`config.mk`:
```
export PLATFORM = sky130hd
export DESIGN_NAME = signed_div_magic_constant_gen
export DESIGN_NICKNAME = d
export VERILOG_FILES = /design/src/sdmc_pkg.sv /design/src/sdmc_cell.sv /design/src/signed_div_magic_constant_gen.sv
export SDC_FILE = /design/constraint.sdc
export NUM_CORES = 2
export LEC_CHECK = 0
export BUFFER_PORTS_ARGS = -buffer_cell sky130_fd_sc_hd__buf_2
export CAP_MARGIN = 25
export CORE_ASPECT_RATIO = 1.5
export CORE_MARGIN = 1
export CORE_UTILIZATION = 28
export CTS_BUF_LIST = sky130_fd_sc_hd__clkbuf_4 sky130_fd_sc_hd__clkbuf_8
export DETAILED_ROUTE_END_ITERATION = 8
export GPL_TIMING_DRIVEN = 1
export SYNTH_ARGS = -nofsm -noshare
export SYNTH_HDL_FRONTEND = slang
export SYNTH_SLANG_ARGS = --single-unit
export TNS_END_PERCENT = 100
```
`constraint.sdc`:
```
create_clock -name clock -period 16.1 [get_ports clock]
set_clock_uncertainty 0.05 [all_clocks]
set_input_delay 3.22 -clock clock [delete_from_list [all_inputs] [get_ports clock]]
set_output_delay 3.22 -clock clock [all_outputs]
set_load 0.02 [all_outputs]
```
`src/sdmc_pkg.sv`:
```
// Package for the signed division magic-constant generator.
// Holds widths, phase codes, the search token type and the restoring step.
// No dependencies.
`default_nettype none
package sdmc_pkg;

   localparam int DW        = 32;
   localparam int QW        = 34;
   localparam int CELLS_DEF = 4;

   localparam logic [1:0] PH_MOD  = 2'd0;
   localparam logic [1:0] PH_ANC  = 2'd1;
   localparam logic [1:0] PH_SRCH = 2'd2;
   localparam logic [1:0] PH_DONE = 2'd3;

   localparam logic [4:0]    CNT_LAST = 5'd31;
   localparam logic [5:0]    P_START  = 6'd31;
   localparam logic [5:0]    P_LIMIT  = 6'd63;
   localparam logic [5:0]    P_HALF   = 6'd32;
   localparam logic [DW-1:0] TWO_P31  = 32'h8000_0000;

   typedef struct packed {
      logic [DW-1:0] dvd;
      logic [DW-1:0] dvs;
      logic [DW-1:0] rem;
      logic [QW-1:0] quo;
   } lane_type;

   typedef struct packed {
      logic       valid;
      logic [1:0] phase;
      logic [4:0] cnt;
      logic [5:0] p;
      logic       neg;
      lane_type   a;
      lane_type   b;
   } tok_type;

   // one restoring division step: shift in the next dividend bit
   function automatic lane_type div_step(lane_type l);
      logic [DW:0] tmp;
      logic [DW:0] diff;
      logic        ge;
      lane_type    o;
      tmp   = {l.rem, l.dvd[DW-1]};
      diff  = tmp - {1'b0, l.dvs};
      ge    = (tmp >= {1'b0, l.dvs});
      o     = l;
      o.dvd = {l.dvd[DW-2:0], 1'b0};
      o.rem = ge ? diff[DW-1:0] : tmp[DW-1:0];
      o.quo = {l.quo[QW-2:0], ge};
      return o;
   endfunction

endpackage
`default_nettype wire

```
`src/sdmc_cell.sv`:
```
// One search chain cell: a registered restoring step on both lanes (lane a only in PH_ANC, none in PH_DONE).
// Depends on sdmc_pkg.
`default_nettype none
module sdmc_cell (
   input  wire logic             clock,
   input  wire logic             reset,
   input  sdmc_pkg::tok_type     tok_i,
   output sdmc_pkg::tok_type     tok_o
);
   import sdmc_pkg::*;

   tok_type       tok_ff;
   tok_type       tok_in;
   lane_type      a_s;
   lane_type      b_s;
   logic [DW-1:0] delta;
   logic [5:0]    p_nx;

   always_comb begin
      tok_in = tok_i;
      a_s    = div_step(tok_i.a);
      b_s    = div_step(tok_i.b);
      delta  = tok_i.b.dvs - b_s.rem;
      p_nx   = tok_i.p + 6'd1;
      unique case (tok_i.phase)
         PH_MOD: begin
            tok_in.a   = a_s;
            tok_in.b   = b_s;
            tok_in.cnt = tok_i.cnt + 5'd1;
            if (tok_i.cnt == CNT_LAST) begin
               tok_in.phase = PH_ANC;
               tok_in.a.dvd = TWO_P31;
               tok_in.a.dvs = TWO_P31 + {{(DW-1){1'b0}}, tok_i.neg} - 32'd1 - a_s.rem;
               tok_in.a.rem = '0;
               tok_in.a.quo = '0;
            end
         end
         PH_ANC: begin
            tok_in.a   = a_s;
            tok_in.cnt = tok_i.cnt + 5'd1;
            if (tok_i.cnt == CNT_LAST) begin
               tok_in.phase = PH_SRCH;
            end
         end
         PH_SRCH: begin
            tok_in.a = a_s;
            tok_in.b = b_s;
            tok_in.p = p_nx;
            if ((a_s.quo > {2'b00, delta}) ||
                ((a_s.quo == {2'b00, delta}) && (a_s.rem != '0)) ||
                (p_nx >= P_LIMIT)) begin
               tok_in.phase = PH_DONE;
            end
         end
         default: begin
            tok_in = tok_i;
         end
      endcase
   end

   always_ff @(posedge clock) begin
      if (reset) begin
         tok_ff <= '0;
      end else begin
         tok_ff <= tok_in;
      end
   end

   assign tok_o = tok_ff;

endmodule
`default_nettype wire

```
`src/signed_div_magic_constant_gen.sv`:
```
// Top level of the signed 32-bit division magic-constant generator.
// Depends on sdmc_pkg and sdmc_cell.
//
//   channel | dir | tdata fields (lsb first)
//   req     | in  | divisor[31:0]
//   rsp     | out | magic[32:0], post_shift[37:33], need_add[38], div_by_zero[39]
//
// Zero, +1, -1 and positive powers of two skip the ring: the result goes to res_ff, then to the output register.
// Other divisors: 64 steps (remainder pass, anc division) plus 1 to 32 search steps, one
// step per cycle as the token moves on around a ring of CELLS cells; the result is taken
// when the token reaches the last cell.
// req_tready is low until the result moves to the output register; rsp stalls add to that.
// Synchronous active-high reset clears the ring and the handshake state.
`default_nettype none
module signed_div_magic_constant_gen #(
   parameter int CELLS = sdmc_pkg::CELLS_DEF
) (
   input  wire logic        clock,
   input  wire logic        reset,
   input  wire logic        req_tvalid,
   output logic             req_tready,
   input  wire logic [31:0] req_tdata,   // divisor[31:0]
   output logic             rsp_tvalid,
   input  wire logic        rsp_tready,
   output logic [39:0]      rsp_tdata    // magic, post_shift, need_add, div_by_zero
);
   import sdmc_pkg::*;

   localparam logic [1:0] ST_IDLE = 2'd0;
   localparam logic [1:0] ST_RUN  = 2'd1;
   localparam logic [1:0] ST_HOLD = 2'd2;

   tok_type       chain [0:CELLS];
   tok_type       tail;
   logic [1:0]    state_ff, state_in;
   logic [39:0]   res_ff, res_in;
   logic          rsp_tvalid_ff, rsp_tvalid_in;
   logic [39:0]   rsp_tdata_ff, rsp_tdata_in;

   logic [DW-1:0] d;
   logic [DW-1:0] ad;
   logic          is_zero, is_one, is_m1, is_pow2;
   logic [4:0]    lg2;
   logic [QW-1:0] mag;
   logic [5:0]    sh;
   tok_type       inj;

   genvar gi;
   generate
      for (gi = 0; gi < CELLS; gi++) begin : g_cell
         sdmc_cell u_cell (
            .clock (clock),
            .reset (reset),
            .tok_i (chain[gi]),
            .tok_o (chain[gi+1])
         );
      end
   endgenerate

   assign tail = chain[CELLS];

   always_comb begin
      d       = req_tdata;
      ad      = d[DW-1] ? (32'd0 - d) : d;
      is_zero = (d == 32'd0);
      is_one  = (d == 32'd1);
      is_m1   = (d == 32'hFFFF_FFFF);
      is_pow2 = !d[DW-1] && !is_zero && ((d & (d - 32'd1)) == 32'd0);
      lg2     = '0;
      for (int i = 0; i < DW; i++) begin
         lg2 = lg2 | (d[i] ? 5'(i) : 5'd0);
      end
      mag = tail.b.quo + {{(QW-1){1'b0}}, 1'b1};
      sh  = tail.p - P_HALF;

      inj       = '0;
      inj.valid = 1'b1;
      inj.phase = PH_MOD;
      inj.p     = P_START;
      inj.neg   = d[DW-1];
      inj.a.dvd = TWO_P31 | {{(DW-1){1'b0}}, d[DW-1]};
      inj.a.dvs = ad;
      inj.b.dvd = TWO_P31;
      inj.b.dvs = ad;
   end

   always_comb begin
      state_in      = state_ff;
      res_in        = res_ff;
      req_tready    = (state_ff == ST_IDLE);
      chain[0]      = tail;
      chain[0].valid = tail.valid && (tail.phase != PH_DONE);
      rsp_tvalid_in = rsp_tvalid_ff && !rsp_tready;
      rsp_tdata_in  = rsp_tdata_ff;
      unique case (state_ff)
         ST_IDLE: begin
            if (req_tvalid) begin
               if (is_zero) begin
                  res_in   = {1'b1, 39'd0};
                  state_in = ST_HOLD;
               end else if (is_one) begin
                  res_in   = {2'b00, 5'd0, 33'd1};
                  state_in = ST_HOLD;
               end else if (is_m1) begin
                  res_in   = {2'b00, 5'd0, {33{1'b1}}};
                  state_in = ST_HOLD;
               end else if (is_pow2) begin
                  res_in   = {2'b00, lg2, 33'd1};
                  state_in = ST_HOLD;
               end else begin
                  chain[0] = inj;
                  state_in = ST_RUN;
               end
            end
         end
         ST_RUN: begin
            if (tail.valid && (tail.phase == PH_DONE)) begin
               res_in   = {1'b0, (mag[32] | mag[31]), sh[4:0], mag[32:0]};
               state_in = ST_HOLD;
            end
         end
         ST_HOLD: begin
            if (!rsp_tvalid_ff || rsp_tready) begin
               rsp_tvalid_in = 1'b1;
               rsp_tdata_in  = res_ff;
               state_in      = ST_IDLE;
            end
         end
         default: begin
            state_in = ST_IDLE;
         end
      endcase
   end

   always_ff @(posedge clock) begin
      if (reset) begin
         state_ff      <= ST_IDLE;
         rsp_tvalid_ff <= 1'b0;
      end else begin
         state_ff      <= state_in;
         rsp_tvalid_ff <= rsp_tvalid_in;
      end
   end

   always_ff @(posedge clock) begin
      res_ff       <= res_in;
      rsp_tdata_ff <= rsp_tdata_in;
   end

   assign rsp_tvalid = rsp_tvalid_ff;
   assign rsp_tdata  = rsp_tdata_ff;

endmodule
`default_nettype wire

```
==> run metrics <==
Worst Max-Slew Pin Slew=about 1.3 ns; overflow left after global routing=0; Cells after Synth=around 8400; Sequential Power Share=about a fifth; Switching Share=roughly half; sequential standard cell area=about 24000 um2; CTS tree=yes; Post-synth EDFFs=80; largest family of logic cells by synthesized area=compound AO/OA/AOI/OAI gates; sequential cell area fraction in the yosys report=35.1%; top_reg_cell synth=dfxtp_1; chip width=slightly above 400 um; remaining antenna violation count=0; Die Area=roughly 250000 um2; post-CTS setup buffer count=0; peak supply drop=about 0.12 mV; FP Rows=about 220; commonest non-fill, non-tap cell in the layout=dfxtp_1; GRT Total Usage=24.6%; Synth Warn #=0; Synth Area in Adders=~10%; FMAX=0.0682 GHz; Synth Area in Simple Gates=about 18%; Vias=64400; post-CTS sizing=0; first-pass GRT wire length=around 450000 um; area leader, netlist=dfxtp_1; Clock Sinks=between 1000 and 1500; final number of setup-violating endpoints=0; final setup TNS=0 ns; Total Wirelength=317000 um; Worst-Skew Late Latency=0.98 ns; min Tclk post-route=between 10 and 15 ns; Total Power=18.1 mW; drt first pass iters=6; cell mode on critical path=o21ai_0; multiplexer share of the synthesized area=between 2 and 2.5%; Crit Path Category=primary input to flop; power density over cell area=233 nW/um2; Max Cap Viol=0; IO buf count=slightly below 80; Fin. Hold Viols=0; vias in the first global route=64200; Detailed Place HPWL=253000 um; multi-input logic area=between 40000 and 50000 um2; clock network fraction of total power=approximately 16%; Max Buffers Root-to-Sink=4; CP endpoint kind=flop; crit path buf inv count=6; Avg Inst Size Synth=~8.3 um2; core area=between 200000 and 250000 um2; WL/cell=26.8 um; Layout Nets=between 9000 and 10000; synth unique cells=~120; Chip Height=between 600 and 700 um; CP startpoint kind=primary input; Synth Net Count=approximately 9000; Synth top area share=approximately a third; H-tree levels=4; outcome=finished clean; CP max FO=26; Reg clk slew, reported paths=0.08 ns; RSZ-0062 raised after global routing=false; I/O pins=78; xor and xnor area share after synthesis=under 10%; period utilisation layout=between 90% and 100%; Non-Filler Instances=11800; CP peak stage delay=around 0.76 ns; top post-synthesis cells by area=dfxtp_1 32%, ha_1 9.9%, nand2_1 5.2%; Via density=about 5.4; FFs w/ async S/R, synth=0%; DRC viols=0; compound-gate portion of the synthesized area=a little under a quarter; DP Area=73600 um2; Hold WC Path Type=flop to flop; layout cell share with drive strength beyond 1=~8.4%; post-route cell area=a little under 80000 um2; WP data required=between 15 and 20 ns; TritonCTS buffer count=around 180; Rel. slew slack=approximately 10%; P&R area growth vs syn=12.3%; CP delay by family, top=compound AO/OA/AOI/OAI gates; Initial Util=28.2%; largest net degree at the start of global routing=between 100 and 150; CP max stage cell=a2111oi_1; Lkg Pwr=31.3 nW; Cell Area, Synth=a little under 70000 um2; net switching power=~9 mW; highest-count cells in the layout ignoring fill and taps=1094 x dfxtp_1, 964 x nand2_1, 732 x nor2_1; placed insts=roughly 11000; hold slack=roughly 0.34 ns; Slew Limit Fails=0; Root Buffer=clkbuf_8; flops & latches, synth=1175; GPL Wtd Cong=around 1.1; DRT iter0 DRCs=around 5000; cell internal pwr=8.99 mW; initial antenna violation count=34; Filler Cells Inserted=roughly 26000; combinational fraction of design power=64.2%; Worst Path Arrival=approximately 15 ns; Post-CTS Hold Buffers=0
final timing paths:
path	slack, ns	to	cells after the start	startpoint
worst max-delay path	1.44	g_cell[0].u_cell.tok_o[272]	50	req_tdata[1]
worst min-delay path	0.34	rsp_tdata[28]	0	res_ff[28]
worst max register to register	2.88	g_cell[1].u_cell.tok_o[272]	42	g_cell[0].u_cell.tok_o[67]
worst min register to register	0.34	rsp_tdata[28]	0	res_ff[28]
metal layers:
| layer | vias to the layer above | share of wire, % | track usage (%) |
|---|---|---|---|
| met5 | - | 0.025 | 0 |
| met4 | 14 | 12 | 25.7 |
| met3 | 957 | 4.7 | 3.55 |
| met2 | 2371 | 49 | 43.4 |
| met1 | 31100 | 34 | 24.0 |
| li1 | 30000 | - | - |
worst register-to-register path, delay by kind of cell, from the launching register on:
| family | cells | cell delay (ns) |
|---|---|---|
| AO/OA/AOI/OAI | 21 | 6.10 |
| multiplexers | 1 | 0.44 |
| XOR/XNOR | 1 | 0.13 |
| adder cells (fa/ha/maj) | 3 | 0.94 |
| flip-flops | 1 | 0.36 |
| AND/OR/NAND/NOR | 13 | 4.51 |
| buffers and inverters | 3 | 0.55 |
cell families (layout without fill, tap and decap cells):
group           after synthesis  in the layout
compound gates             2431           2431
flops                      1175           1175
xor+xnor                    488            488
buf+inv                     843           1000
simple gates               2729           2729
fa+ha+maj                   563            563
other cells                   0             40
mux                         149            149
registers in the layout, summed over array words and instances (netlist names):
| signal | flops |
|---|---|
| g_cell.u_cell.tok_o | 1092 |
| res_ff | 40 |
| rsp_tdata | 40 |
| rsp_tvalid | 1 |
| state_ff | 2 |
synth_stat cells (80+ instances only):
| library cell | count |
|---|---|
| clkbuf_1 | 355 |
| xor2_1 | 224 |
| mux2i_1 | 142 |
| nand3_1 | 161 |
| a21oi_1 | 658 |
| nor2_1 | 739 |
| xnor2_1 | 264 |
| dfxtp_1 | 1095 |
| nand2_1 | 966 |
| nor2b_1 | 84 |
| nand4_1 | 107 |
| a22o_1 | 286 |
| a211oi_1 | 165 |
| inv_1 | 428 |
| edfxtp_1 | 80 |
| o21ai_0 | 541 |
| and2_1 | 123 |
| a21o_1 | 189 |
| ha_1 | 550 |
| nor3_1 | 143 |
power by group through the flow:
stage	sequential (mW)	combinational (mW)	clock [mW]
after floorplan	3.46	7.73	0
after global placement	3.72	11.2	0
after detailed placement	3.72	11.3	0
after CTS	3.66	11.4	2.85
after global routing	3.68	12.4	2.96
final	3.68	11.6	2.81
stage by stage:
step                      worst slack [ns]  util [%]
after global placement               0.790      29.9
after CTS                             1.52      31.5
final                                 1.44      31.6
after detailed placement             0.608      29.9
after floorplan                       2.93         -
after global routing                 0.713      31.6
area by class of cell:
type                       count  area share (%)
clock buffer                 263            4.34
sequential                  1175            31.3
tap                         3262            5.25
antenna                       40           0.129
timing repair buffer         253            2.30
inverter                     432            2.09
multi-input combinational   6360            53.9
clock inverter                52           0.729
(Power assumes the default switching activity.)
